<file path="src/hdl/rpe_pkg.sv">
// Shared constants, types and helpers for the reprojection error pipeline
package rpe_pkg;

    localparam int COORD_W_DEF  = 32;
    localparam int POSE_ENTRIES = 12;
    localparam int POSE_ROT     = 9;
    localparam int QUOT_BITS    = 40;
    localparam int DIV_STEPS    = 4;
    localparam int DIV_STAGES   = 1 + QUOT_BITS / DIV_STEPS;
    localparam int XF_STAGES    = 4;
    localparam int OUT_STAGES   = 2;
    localparam int PIPE_STAGES  = XF_STAGES + DIV_STAGES + OUT_STAGES;
    localparam int ERR_W        = 46;

    localparam logic signed [ERR_W-1:0] S32_MAX = ERR_W'(64'sh7FFF_FFFF);
    localparam logic signed [ERR_W-1:0] S32_MIN = -S32_MAX - ERR_W'(1);

    typedef enum logic {
        ACT_LOAD  = 1'b0,
        ACT_POINT = 1'b1
    } t_action;

    typedef enum logic [2:0] {
        CFG_FOCAL_X  = 3'd0,
        CFG_FOCAL_Y  = 3'd1,
        CFG_CENTER_X = 3'd2,
        CFG_CENTER_Y = 3'd3,
        CFG_BASE_F   = 3'd4,
        CFG_STEREO   = 3'd5
    } t_cfg_idx;

    typedef struct packed {
        logic zpos;
        logic neg_x;
        logic neg_y;
    } t_flags;

    typedef struct packed {
        logic signed [31:0] u;
        logic signed [31:0] v;
        logic signed [31:0] r;
    } t_obs;

    typedef struct packed {
        logic [31:0] val;
        logic        clip;
    } t_sat;

    function automatic t_sat sat32(input logic signed [ERR_W-1:0] e);
        t_sat s;
        s.val  = e[31:0];
        s.clip = 1'b0;
        if (e > S32_MAX) begin
            s.val  = 32'h7FFF_FFFF;
            s.clip = 1'b1;
        end else if (e < S32_MIN) begin
            s.val  = 32'h8000_0000;
            s.clip = 1'b1;
        end
        return s;
    endfunction

endpackage

</file>
<file path="src/hdl/rpe_out.sv">
// Projection, error terms and saturation (two pipeline stages)
module rpe_out (
    input  logic                             i_clk,
    input  logic [rpe_pkg::OUT_STAGES-1:0]   i_en,
    input  logic [rpe_pkg::QUOT_BITS:0]      i_qx,
    input  logic [rpe_pkg::QUOT_BITS:0]      i_qy,
    input  logic [rpe_pkg::QUOT_BITS:0]      i_qb,
    input  rpe_pkg::t_flags                  i_flags,
    input  rpe_pkg::t_obs                    i_obs,
    input  logic [31:0]                      i_cx,
    input  logic [31:0]                      i_cy,
    input  logic                             i_stereo,
    output logic signed [31:0]               o_err_u,
    output logic signed [31:0]               o_err_v,
    output logic signed [31:0]               o_err_right_u,
    output logic                             o_depth_positive,
    output logic                             o_saturated
);
    import rpe_pkg::*;

    logic signed [ERR_W-1:0] qx;
    logic signed [ERR_W-1:0] qy;
    logic signed [ERR_W-1:0] n_pu;
    logic signed [ERR_W-1:0] n_pv;
    logic signed [ERR_W-1:0] n_pr;
    logic signed [ERR_W-1:0] r_pu;
    logic signed [ERR_W-1:0] r_pv;
    logic signed [ERR_W-1:0] r_pr;
    t_obs   r_obs;
    t_flags r_fl;
    t_sat   su;
    t_sat   sv;
    t_sat   sr;
    logic signed [31:0] r_eu;
    logic signed [31:0] r_ev;
    logic signed [31:0] r_er;
    logic r_dp;
    logic r_sat;

    always_comb begin
        qx   = ERR_W'(i_qx);
        qy   = ERR_W'(i_qy);
        n_pu = (i_flags.neg_x ? -qx : qx) + ERR_W'(i_cx);
        n_pv = (i_flags.neg_y ? -qy : qy) + ERR_W'(i_cy);
        n_pr = n_pu - ERR_W'(i_qb);
    end

    always_ff @(posedge i_clk) begin
        if (i_en[0]) begin
            r_pu  <= n_pu;
            r_pv  <= n_pv;
            r_pr  <= n_pr;
            r_obs <= i_obs;
            r_fl  <= i_flags;
        end
    end

    assign su = sat32(ERR_W'(r_obs.u) - r_pu);
    assign sv = sat32(ERR_W'(r_obs.v) - r_pv);
    assign sr = sat32(ERR_W'(r_obs.r) - r_pr);

    // Zero everything at or behind the camera; drop the right term in mono mode
    always_ff @(posedge i_clk) begin
        if (i_en[1]) begin
            if (!r_fl.zpos) begin
                r_eu  <= '0;
                r_ev  <= '0;
                r_er  <= '0;
                r_dp  <= 1'b0;
                r_sat <= 1'b0;
            end else begin
                r_eu  <= su.val;
                r_ev  <= sv.val;
                r_er  <= i_stereo ? sr.val : 32'h0;
                r_dp  <= 1'b1;
                r_sat <= su.clip | sv.clip | (i_stereo & sr.clip);
            end
        end
    end

    assign o_err_u          = r_eu;
    assign o_err_v          = r_ev;
    assign o_err_right_u    = r_er;
    assign o_depth_positive = r_dp;
    assign o_saturated      = r_sat;

endmodule

</file>
<file path="config.mk">
export PLATFORM = sky130hd
export DESIGN_NAME = rpe_out
export DESIGN_NICKNAME = d
export VERILOG_FILES = /design/src/hdl/rpe_pkg.sv /design/src/hdl/rpe_out.sv
export SDC_FILE = /design/constraint.sdc
export NUM_CORES = 1
export LEC_CHECK = 0
export BUFFER_PORTS_ARGS = -buffer_cell sky130_fd_sc_hd__buf_2
export CORE_MARGIN = 10
export CORE_UTILIZATION = 27
export CTS_BUF_LIST = sky130_fd_sc_hd__clkbuf_8
export DETAILED_ROUTE_END_ITERATION = 10
export HOLD_SLACK_MARGIN = 0.1
export SKIP_LAST_GASP = 1
export SYNTH_ARGS = -nofsm -noshare
export SYNTH_HDL_FRONTEND = slang
export SYNTH_SLANG_ARGS = --single-unit
</file>
<file path="constraint.sdc">
create_clock -name i_clk -period 19.4 [get_ports i_clk]
set_clock_uncertainty 0.1 [all_clocks]
set_input_delay 0.97 -clock i_clk [delete_from_list [all_inputs] [get_ports i_clk]]
set_output_delay 0.97 -clock i_clk [all_outputs]
set_load 0.05 [all_outputs]
</file>
==> Word level (Yosys, flattened, before mapping) <==
Cells that the tools add are included.
{ "word_totals": {"ff_bits": 333, "elab_cells": 47, "in_bits": 290, "out_inout_bits": 98} }
{ "op_classes": {"bitwise_logic": 5, "n_mux": 9, "reduce_logical": 4, "order_cmp": 6, "add_sub_neg": 8} }
{ "ops": {"columns": ["cell", "n"], "rows": [
  ["46-bit by 32-bit greater-than comparator with 1-bit output, second input constant", 3],
  ["46-bit by 32-bit less-than comparator with 1-bit output, second input constant", 3],
  ["32-bit by 46-bit subtractor with 46-bit output", 3],
  ["33-bit 2-to-1 mux", 3],
  ["32-bit 2-to-1 mux", 3],
  ["46-bit by 32-bit adder with 46-bit output", 2],
  ["46-bit 2-to-1 mux", 2],
  ["41-bit negator with 46-bit output", 2],
  ["46-bit by 41-bit subtractor with 46-bit output", 1],
  ["2-bit OR reduction", 2],
  ["3-bit OR reduction", 1],
  ["1-bit NOT", 2],
  ["1-bit OR", 2],
  ["2-bit AND reduction", 1],
  ["1-bit AND", 1],
  ["1-bit 2-to-1 mux", 1]
]} }

==> Depth between registers and ports, before layout <==
{ "logic_depth": {"word_depth": 6, "ltp_mapped": 33, "ltp_nobuf": 32} }

==> Worst setup path before layout <==
Ideal clock, no wire load.
{ "synth_path": {"path_kind": "input-to-reg", "from": "input i_qx[6] in the netlist's numbering", "to": "register r_pr[42], data pin", "arrival_ns": 7.025, "n_path_buf": 1, "required_ns": 19.038, "setup_ns": 0.262, "stages": 28, "path_slack_ns": 12.013, "path_cell_list": "or4_1 -> or4_1 -> or2_2 -> o31ai_1 -> xnor2_1 -> ha_1 -> a21o_1 -> a21o_1 -> a21o_1 -> a2111o_1 -> a211oi_1 -> o311a_1 -> o21bai_1 -> a21oi_1 -> o211ai_1 -> a21oi_1 -> nor2_1 -> xnor2_1 -> ha_1 -> clkbuf_1 -> a211o_1 -> a41oi_1 -> o21ai_0 -> o2111ai_1 -> nand2_1 -> a211o_1 -> nor2_1 -> xor2_1"} }
{ "synth_via": {"elab_chain_cells": 4} }
{ "synth_lines": {"columns": ["element", "line_no", "text"], "rows": [
  ["start, declared", "rpe_out.sv:5", "input logic [rpe_pkg::QUOT_BITS:0] i_qx,"],
  ["41-bit negator with 46-bit output", "rpe_out.sv:43", "n_pu = (i_flags.neg_x ? -qx : qx) + ERR_W'(i_cx);"],
  ["46-bit 2-to-1 mux *", "rpe_out.sv:43", null],
  ["46-bit by 32-bit adder with 46-bit output *", "rpe_out.sv:43", null],
  ["via n_pu[34]", "rpe_out.sv:23", "logic signed [ERR_W-1:0] n_pu;"],
  ["46-bit by 41-bit subtractor with 46-bit output *", "rpe_out.sv:45", "n_pr = n_pu - ERR_W'(i_qb);"],
  ["via n_pr[42]", "rpe_out.sv:25", "logic signed [ERR_W-1:0] n_pr;"],
  ["end signal, assigned", "rpe_out.sv:52", "r_pr <= n_pr;"],
  ["end, declared", "rpe_out.sv:28", "logic signed [ERR_W-1:0] r_pr;"]
]} }
The timed path passes the listed nets; every way through them passes the cells marked *.
A chain may end at the register's enable or synchronous reset.

==> Worst setup path after layout <==
Same ends and word-level chain as after synthesis.

==> out/results.ini <==
[die]
fp-row-count=115
io_pins=388
die_area_um2=113000
fp.dieH_um=335
coreArea_um2=98600
dieWidth_um=335
initial_utilization_pct=27.3

[layout]
seqCellArea_um2=10000
drive_gt1_share_pct=15.8
final_cell_mix=385 x buf_2, 333 x edfxtp_1, 283 x inv_1
nNetsFinal=3777
final_common_cell=buf_2
multi_input_area_um2=15500
areaGrowthSynthToFinish_pct=16.9
fin_cells=4581
fill_cells=10235

[critical_path]
cp_slowest_cell=or4_1
critPathMaxFanout=7
critPathCaptureType=register
worstSetupPathType=in2reg
crit_family=compound AO/OA/AOI/OAI gates
cp.arrival_ps=7910
critPathLaunchType=input port
slowest_delay_ps=610
path_buf_inv=2
worstPathRequired_ps=19710
crit_top_cell=o21ai_0
startpoint=i_qx[6]
timing.rr.start=r_obs[32]

[drt]
drc=0
avgViaCountPerCell=4.92
wl_um=84100
first_pass_iters=5
antenna_left=0
vias=22550
drt_iter0_drc=1542
wire_per_inst_um=18.4

[power]
power.total_mw=3.50
irDropWorstVdd_mv=0.0557
pwr_density_cell_nw_per_um2=112
p_leak_nw=14.0

[synthesis]
syn_avg_cell_area_um2=9.41
synth_top_area_cell=edfxtp_1
synth_edf_count=333
async_flop_share_pct=0
synth_fp_nets=3396
ys_types=91
synth_top_area_share_pct=37.2
synthTopCellsByArea=edfxtp_1 37%, ha_1 11%, xnor2_1 6.6%
ys_ff_latch=333
ys.flop_type=edfxtp_1
syn-cell-area_um2=26900
syn_inst=2856
ys_seq_area_share_pct=37.2
yosysWarnings=0

[cts]
clk_pin_slew_ps=60
htreeDepth=2
clock_path_buffers=3
cts_buffers=61
cts_tree=built
clk_latency_ps=750
cts_sinks=333
root_buffer=clkbuf_8
postCtsSetupBuffers=0
ctsHoldBuffers=0
cts-resized-gates=0

[placed_design]
hpwl_um=68500
gp_congestion=0.921
portBuffers=387
dp.cells=4461

[timing]
fmax_mhz=132
holdWs_ps=299
finalSetupViolations=0
tightest_slew_ps=1110
fin_crit_ps=7590
drv_slew=0
grt_setup_unrepaired=no
fin_crit_sh_pct=39.1
tns_ps=0
hold_viol_final=0
slew_headroom_pct=26.3

[min_path]
min_path_type=in2reg
min_from=i_obs[79]

[global_routing]
grt_remaining_overflow=0
grt_max_degree=99
grt_pass1_vias=21501
grtUsageTotal_pct=14.2
grt_pass1_wl_um=126000
antenna_found_initial=23

[status]
outcome=completed

[flow_run]
cap_viol_max_count=0

## worst reg2reg max path: cells and delay by family, from the launching register on
| family | cells | cell delay [ps] |
|---|---|---|
| buffers and inverters | 2 | 120 |
| AOI/OAI and AO/OA | 7 | 2360 |
| adders and majority gates | 2 | 590 |
| DFF | 1 | 350 |
| and+or+nand+nor | 4 | 1780 |
| xor gates and xnor gates | 1 | 150 |
## metrics by stage
| stage | worst slack (ps) | area, µm² | util [%] |
|---|---|---|---|
| floorplan | 12010 | 26900 | - |
| global placement | 11170 | 30200 | 30.6 |
| detailed placement | 11110 | 30200 | 30.6 |
| CTS | 11850 | 31400 | 31.8 |
| global route | 11260 | 31400 | 31.9 |
| finish | 11810 | 31400 | 31.9 |
## worst paths after layout
kind           endpoint  slack, ps  cells after the start
max            r_pr[42]      11810                     29
min           r_obs[79]        300                      1
max reg2reg  o_err_v[4]      13830                     16
min reg2reg  o_err_u[0]        600                      2
## cells in the mapped netlist (20+ instances only)
library cell,n
edfxtp_1,333
xor2_1,94
o211ai_1,29
o21bai_1,37
or4_1,20
inv_1,264
nor2_1,143
nand3_1,81
a31oi_1,23
nand2b_1,42
o21ai_0,132
a21o_1,186
a211oi_1,29
nand2_1,182
o21a_1,38
nand4_1,28
and3_1,35
nor3_1,53
or3_1,24
xnor2_1,203
clkbuf_1,66
ha_1,244
o31ai_1,33
a21oi_1,233
and2_1,32
## per-layer routing
metal	track usage, %	vias up	wire [µm]
li1	-	11326	-
met1	18.6	10609	37800
met2	23.6	502	39900
met3	2.12	113	3850
met4	5.09	0	2560
met5	0	-	0
## logic make-up after synthesis
group	synth area share, %
flops	37.2
xor+xnor	9.68
simple gates	13.9
mux	0.382
compound gates	22.1
fa+ha+maj	11.8
buf+inv	4.91
## registers in the layout, indices dropped and copies added (netlist names)
signal,cells
o_err_u,32
r_obs,96
r_pu,46
r_fl,1
r_pr,46
o_err_v,32
r_pv,46
o_err_right_u,32
o_depth_positive,1
o_saturated,1
## cell type report
type / count / share of cell area (%)
timing repair buffer: 396 / 6.42
multi-input combinational: 2179 / 49.5
antenna: 10 / 0.0797
clock buffer: 61 / 2.67
sequential: 333 / 31.8
inverter: 266 / 3.18
clock inverter: 49 / 1.19
tap: 1287 / 5.13
## power breakdown
group	switching (mW)	internal (mW)	leakage, nW
clock network	0.325	0.363	0.683
logic	1.10	0.673	10.0
registers	0.0558	0.981	3.31
Note: power is estimated with default switching activity, not from simulation.
