File: src/hdl/rpe_pkg.sv
// Shared constants, types and helpers for the reprojection error pipeline
package rpe_pkg;

    localparam int COORD_W_DEF  = 32;
    localparam int POSE_ENTRIES = 12;
    localparam int POSE_ROT     = 9;
    localparam int QUOT_BITS    = 40;
    localparam int DIV_STEPS    = 4;
    localparam int DIV_STAGES   = 1 + QUOT_BITS / DIV_STEPS;
    localparam int XF_STAGES    = 4;
    localparam int OUT_STAGES   = 2;
    localparam int PIPE_STAGES  = XF_STAGES + DIV_STAGES + OUT_STAGES;
    localparam int ERR_W        = 46;

    localparam logic signed [ERR_W-1:0] S32_MAX = ERR_W'(64'sh7FFF_FFFF);
    localparam logic signed [ERR_W-1:0] S32_MIN = -S32_MAX - ERR_W'(1);

    typedef enum logic {
        ACT_LOAD  = 1'b0,
        ACT_POINT = 1'b1
    } t_action;

    typedef enum logic [2:0] {
        CFG_FOCAL_X  = 3'd0,
        CFG_FOCAL_Y  = 3'd1,
        CFG_CENTER_X = 3'd2,
        CFG_CENTER_Y = 3'd3,
        CFG_BASE_F   = 3'd4,
        CFG_STEREO   = 3'd5
    } t_cfg_idx;

    typedef struct packed {
        logic zpos;
        logic neg_x;
        logic neg_y;
    } t_flags;

    typedef struct packed {
        logic signed [31:0] u;
        logic signed [31:0] v;
        logic signed [31:0] r;
    } t_obs;

    typedef struct packed {
        logic [31:0] val;
        logic        clip;
    } t_sat;

    function automatic t_sat sat32(input logic signed [ERR_W-1:0] e);
        t_sat s;
        s.val  = e[31:0];
        s.clip = 1'b0;
        if (e > S32_MAX) begin
            s.val  = 32'h7FFF_FFFF;
            s.clip = 1'b1;
        end else if (e < S32_MIN) begin
            s.val  = 32'h8000_0000;
            s.clip = 1'b1;
        end
        return s;
    endfunction

endpackage

File: src/hdl/rpe_div.sv
// Pipelined restoring divider with a capped quotient, one lane
module rpe_div #(
    parameter int CW = rpe_pkg::COORD_W_DEF
) (
    input  logic                             i_clk,
    input  logic [rpe_pkg::DIV_STAGES-1:0]   i_en,
    input  logic [CW+31:0]                   i_num,
    input  logic [CW-1:0]                    i_den,
    output logic [rpe_pkg::QUOT_BITS:0]      o_quot
);
    import rpe_pkg::*;

    localparam int NW = CW + 32;
    localparam int HB = NW - QUOT_BITS;
    localparam int LS = DIV_STAGES - 1;

    logic [CW-1:0]        r_rem [DIV_STAGES];
    logic [CW-1:0]        r_den [DIV_STAGES];
    logic [QUOT_BITS-1:0] r_q   [DIV_STAGES];
    logic [QUOT_BITS-1:0] r_lo  [DIV_STAGES];
    logic                 r_big [DIV_STAGES];
    logic [HB-1:0]        num_hi;

    assign num_hi = i_num[NW-1:QUOT_BITS];

    // Quotient reaches the cap exactly when the upper part is not below the divisor
    always_ff @(posedge i_clk) begin
        if (i_en[0]) begin
            r_big[0] <= CW'(num_hi) >= i_den;
            r_rem[0] <= CW'(num_hi);
            r_lo[0]  <= i_num[QUOT_BITS-1:0];
            r_q[0]   <= '0;
            r_den[0] <= i_den;
        end
    end

    for (genvar s = 1; s < DIV_STAGES; s++) begin : g_stage
        logic [CW-1:0]        n_rem;
        logic [QUOT_BITS-1:0] n_q;
        logic [QUOT_BITS-1:0] n_lo;
        logic [CW-1:0]        sh;

        always_comb begin
            n_rem = r_rem[s-1];
            n_q   = r_q[s-1];
            n_lo  = r_lo[s-1];
            sh    = '0;
            for (int j = 0; j < DIV_STEPS; j++) begin
                sh   = {n_rem[CW-2:0], n_lo[QUOT_BITS-1]};
                n_lo = n_lo << 1;
                if (sh >= r_den[s-1]) begin
                    n_rem = sh - r_den[s-1];
                    n_q   = {n_q[QUOT_BITS-2:0], 1'b1};
                end else begin
                    n_rem = sh;
                    n_q   = {n_q[QUOT_BITS-2:0], 1'b0};
                end
            end
        end

        always_ff @(posedge i_clk) begin
            if (i_en[s]) begin
                r_rem[s] <= n_rem;
                r_q[s]   <= n_q;
                r_lo[s]  <= n_lo;
                r_den[s] <= r_den[s-1];
                r_big[s] <= r_big[s-1];
            end
        end
    end

    assign o_quot = r_big[LS] ? {1'b1, {QUOT_BITS{1'b0}}} : {1'b0, r_q[LS]};

endmodule

File: config.mk
export PLATFORM = sky130hd
export DESIGN_NAME = rpe_div
export DESIGN_NICKNAME = d
export VERILOG_FILES = /design/src/hdl/rpe_pkg.sv /design/src/hdl/rpe_div.sv
export SDC_FILE = /design/constraint.sdc
export NUM_CORES = 2
export LEC_CHECK = 0
export BUFFER_PORTS_ARGS = -buffer_cell sky130_fd_sc_hd__buf_2
export CAP_MARGIN = 5
export CORE_ASPECT_RATIO = 0.9
export CORE_MARGIN = 3
export CORE_UTILIZATION = 65
export DETAILED_ROUTE_END_ITERATION = 16
export GPL_TIMING_DRIVEN = 0
export PLACE_DENSITY = 0.82
export SYNTH_ARGS = -nofsm -noshare
export SYNTH_HDL_FRONTEND = slang
export SYNTH_SLANG_ARGS = --single-unit
File: constraint.sdc
create_clock -name i_clk -period 13.8 [get_ports i_clk]
set_input_delay 1.38 -clock i_clk [delete_from_list [all_inputs] [get_ports i_clk]]
set_output_delay 1.38 -clock i_clk [all_outputs]
set_load 0.02 [all_outputs]
-- After elaboration in Yosys (flattened, before gate mapping)
Memory sizes are Yosys's and may differ from the RTL's.
Cells that the tools add are included.
- flip-flop bits (word level): 0
- bits in writable memories: 1595
- bits of input ports: 108
- output and inout port bits: 41
- logic and storage cells: 189
- memories: 5
- memory list (memory ; depth ; width ; read ports ; clocked after Yosys merged registers in ; wr ports ; RTL line ; RTL):
    r_lo ; 11 ; 40 ; 10 ; 0 ; 11 ; rpe_div.sv:20 ; logic [QUOT_BITS-1:0] r_lo [DIV_STAGES];
    r_q ; 11 ; 40 ; 11 ; 0 ; 11 ; rpe_div.sv:19 ; logic [QUOT_BITS-1:0] r_q [DIV_STAGES];
    r_den ; 11 ; 32 ; 10 ; 0 ; 11 ; rpe_div.sv:18 ; logic [CW-1:0] r_den [DIV_STAGES];
    r_rem ; 11 ; 32 ; 10 ; 0 ; 11 ; rpe_div.sv:17 ; logic [CW-1:0] r_rem [DIV_STAGES];
    r_big ; 11 ; 1 ; 11 ; 0 ; 11 ; rpe_div.sv:21 ; logic r_big [DIV_STAGES];
- add/subtract/negate cells: 40
- $lt $le $gt $ge: 41
- muxes and demuxes: 103
- operator list (cell ; count):
    32-bit greater-or-equal comparator ; 40
    31-bit two-way mux ; 30
    31-bit subtractor ; 30
    32-bit two-way mux ; 10
    32-bit subtractor ; 10
    1-bit two-way mux ; 62
    41-bit two-way mux ; 1
    24-bit by 32-bit greater-or-equal comparator with 1-bit output ; 1

-- Logic depth before layout (Yosys ltp)
An unclocked memory read counts as a cell.
- depth in word-level cells: 9
- depth in mapped cells: 56
- depth with buffers taken out: 50

-- Worst setup path before layout
No wires, ideal clock.
- kind: reg-to-reg
- from: mem r_den[7][20] (netlist bit)
- to: mem r_rem[8][12] (netlist bit), data pin
- setup time: 0.260 ns
- data arrival time: 11.057 ns
- required time: 13.540 ns
- path slack: 2.483 ns
- cell stages (with the launch flop): 52
- buffers on the path: 8
- clock period less this slack: 11.317 ns
- cells stage by stage: edfxtp_1 -> inv_1 -> ha_1 -> clkbuf_1 -> and4_1 -> and3_1 -> nand2_1 -> or4_1 -> a31o_2 -> and2_1 -> buf_2 -> inv_2 -> buf_4 -> o21ai_0 -> fa_1 -> nand2b_1 -> a21boi_0 -> o211ai_1 -> (+16 left out) -> o21a_1 -> clkinv_1 -> clkbuf_1 -> clkbuf_1 -> o21ai_0 -> fa_1 -> nor2b_1 -> o21a_1 -> o21ai_0 -> a2111oi_0 -> nor4_1 -> o31ai_1 -> a41oi_1 -> o21ai_1 -> a21o_1 -> clkbuf_1 -> buf_2 -> mux2_2
- RTL lines (what ; RTL line):
    from (decl) ; rpe_div.sv:18
    to (decl) ; rpe_div.sv:17

==> results.yml <==
status:
  status: "completed"
clock_network:
  clock_latency_ns: 0.81
  clock_path_buffers: 3
  cts_buffers: 110
  clock_sinks: 1074
  clkSlewWorstSetupHoldPaths_ns: 0.07
  cts_tree: "yes"
  htree_levels: 3
  cts_root_buf: "clkbuf_16"
sta:
  fmax_ghz: 0.07486
  relSlewSlack_pct: 24.24
  fin_crit_ns: 13.36
  slew_violations: 0
  period_share_pct: 96.80
  clock_skew_ns: 0.07681
  finalHoldViolCount: 0
  hold_ws_ns: 0.3713
  setup_violations: 0
  worst_pin_slew_ns: 1.136
detailed_routing:
  antenna_left: 0
  drt_pre_antenna_iters: 9
  wirelength_um: 343900
  wire_per_inst_um: 23.80
  routed_via_density: 6.705
  drtIter0Drc: 10480
  drcViolationCount: 0
  via_count: 96880
finish:
  nFillCells: 12570
  final_layout_size_suffix_gt1_share_pct: 11.34
  final_nets: 13580
  area_growth_pct: 8.089
  final_cells: 14450
worst_setup_path:
  arrival_ns: 13.94
  r2r-end: "r_rem[8][29]"
  crit_path_end_kind: "flop"
  r2r_cells: 49
  cpMostUsedCell: "a21o_1"
  start_kind: "flop"
  required_ns: 14.39
  r2r_setup_slack_ns: 0.44
  crit-reg2reg-launch: "r_den[7][17]"
  max_stage_delay_ns: 0.68
  slowest_stage: "or4_1"
  crit_fanout: 10
  crit_type: "reg2reg"
floorplan:
  dieWidth_um: 436.8
  die_area_mm2: 0.1720
  ios: 149
  core_mm2: 0.1650
  row_count: 141
  start_util_pct: 65.81
  die_h_um: 393.7
placement:
  post-place-cells: 14200
  gp_congestion: 1.010
  numPortBuffers: 148
  hpwl_um: 273200
synthesis:
  seq_area_frac_synth_pct: 29.71
  synth_edf_count: 1074
  ys_warn_count: 0
  ys_ff_latch: 1074
  avgSynthCellArea_um2: 9.180
  synthesis.nets: 13270
  synthFlopType: "edfxtp_1"
  synth_area_mm2: 0.1086
  syn_inst: 11830
  ys_types: 103
  ys_async_sr_fraction_pct: 0
global_route:
  grt_antenna_before_repair: 7
  grt_max_degree: 93
  grt_pass1_wl_um: 521000
  grt_pass1_vias: 92460
  grt_usage_pct: 38.18
  grt_remaining_overflow: 0
worst_hold_path:
  min_path_type: "reg2reg"
  whs_path_depth: 0
  hold_path_startpoint: "r_q[3][4]"
  whs_endpoint: "r_q[4][8]"
job:
  maxCapViolCount: 0
## flip-flops by register name, indices dropped and copies added, names as in the netlist
register / cells
r_den: 320
r_big: 11
r_q: 220
r_rem: 303
r_lo: 220
## kinds of logic after synthesis
family                   after synthesis  synth area share, %
buffers and inverters                977                3.482
flip-flops                          1074                29.71
adder cells (fa/ha/maj)             1336                15.67
XOR/XNOR                             959                7.737
multiplexers                         731                7.589
AND/OR/NAND/NOR                     2971                13.30
AO/OA/AOI/OAI                       3777                22.51
## cells in the final DEF (no fill, tap or decap), types with 41 or more instances in the layout
| master | synthesis | final |
|---|---|---|
| a211o_1 | 41 | 41 |
| a211oi_1 | 119 | 113 |
| a21boi_0 | 59 | 56 |
| a21o_1 | 602 | 601 |
| a21oi_1 | 1062 | 1056 |
| a31oi_1 | 142 | 137 |
| and2_1 | 77 | 77 |
| and3_1 | 115 | 115 |
| buf_2 | 45 | 178 |
| buf_4 | 3 | 46 |
| clkbuf_1 | 167 | 113 |
| clkbuf_16 | 0 | 110 |
| clkbuf_2 | 0 | 60 |
| edfxtp_1 | 1074 | 1074 |
| ha_1 | 1297 | 1297 |
| inv_1 | 708 | 707 |
| mux2_2 | 614 | 614 |
| mux2i_1 | 82 | 82 |
| nand2_1 | 803 | 803 |
| nand2b_1 | 150 | 150 |
| nand3_1 | 212 | 212 |
| nand4_1 | 176 | 176 |
| nor2_1 | 750 | 747 |
| nor2b_1 | 184 | 184 |
| nor3_1 | 206 | 204 |
| o211ai_1 | 83 | 83 |
| o21a_1 | 195 | 195 |
| o21ai_0 | 771 | 755 |
| o21bai_1 | 131 | 131 |
| o31a_1 | 58 | 58 |
| o31ai_1 | 96 | 87 |
| or2_2 | 45 | 45 |
| or3_1 | 81 | 81 |
| xnor2_1 | 624 | 624 |
| xor2_1 | 335 | 335 |
## final cells by class
type	count	area [µm²]	share of cell area, %
Antenna cell	5	12.51	0.01066
Sequential cell	1074	32250	27.49
Multi-Input combinational cell	9774	73070	62.27
Timing Repair Buffer	201	1440	1.227
Tap cell	2216	2773	2.363
Clock inverter	84	1049	0.8936
Clock buffer	123	2801	2.387
Inverter	728	2740	2.335
Buffer	243	1202	1.025
## through the flow
stage               util, %  setup TNS [ns]  worst slack, ns  cell area [µm²]
global route          71.13          -1.450         -0.07274           117300
finish                71.13               0           0.4415           117300
global placement      67.94         -235.25           -1.611           112100
detailed placement    68.14         -269.21           -1.852           112400
floorplan                 -               0            2.483           108600
CTS                   70.66               0         0.004171           116500
## synthesized netlist by cell type, types with 96 or more instances
| cell type | instances | area [µm²] |
|---|---|---|
| ha_1 | 1297 | 16230 |
| edfxtp_1 | 1074 | 32250 |
| a21oi_1 | 1062 | 5315 |
| nand2_1 | 803 | 3014 |
| o21ai_0 | 771 | 3859 |
| nor2_1 | 750 | 2815 |
| inv_1 | 708 | 2658 |
| xnor2_1 | 624 | 5465 |
| mux2_2 | 614 | 6914 |
| a21o_1 | 602 | 4519 |
| xor2_1 | 335 | 2934 |
| nand3_1 | 212 | 1061 |
| nor3_1 | 206 | 1031 |
| o21a_1 | 195 | 1464 |
| nor2b_1 | 184 | 1151 |
| nand4_1 | 176 | 1101 |
| clkbuf_1 | 167 | 626.9 |
| nand2b_1 | 150 | 938.4 |
| a31oi_1 | 142 | 888.4 |
| o21bai_1 | 131 | 983.4 |
| a211oi_1 | 119 | 893.4 |
| and3_1 | 115 | 719.4 |
| o31ai_1 | 96 | 720.7 |
## routing by layer
layer  global-route usage [%]  part of all wire [%]  up-vias
li1                         -                     -    45200
met1                    49.54                    40    46030
met2                    61.90                    45     4618
met3                    6.045                   8.6     1021
met4                    19.28                   5.8        2
met5                        0                0.0038        -
## repair_timing
item,4_1_cts,5_1_grt
pin swaps,2,14
gates cloned,0,0
resized for setup,90,177
setup endpoints to repair,270,289
buffers inserted,6,36
hold buffers,0,0
## worst max-delay path by stage
stage / endpoint / depth (start not counted) / startpoint
5_1_grt: r_rem[2][25] / 46 / r_den[1][6]
2_1_floorplan: r_rem[8][12] / 51 / r_den[7][20]
4_1_cts: r_q[10][0] / 49 / r_den[9][0]
3_5_place_dp: r_rem[8][30] / 50 / r_den[7][17]
3_3_place_gp: r_rem[8][10] / 50 / r_den[7][17]
6_report: r_rem[8][29] / 49 / r_den[7][17]
## worst max-delay path, delay by kind of cell (launching register included)
family / cells / cell delay [ns]
AND/OR/NAND/NOR: 9 / 2.47
adder cells (fa/ha/maj): 4 / 1.61
flip-flops: 1 / 0.50
AO/OA/AOI/OAI: 25 / 5.52
multiplexers: 2 / 0.79
buffers and inverters: 9 / 2.28
Power is left out: the tool's default activity adds up to more than one toggle a clock period on the data nets, which glitch-free logic cannot reach.
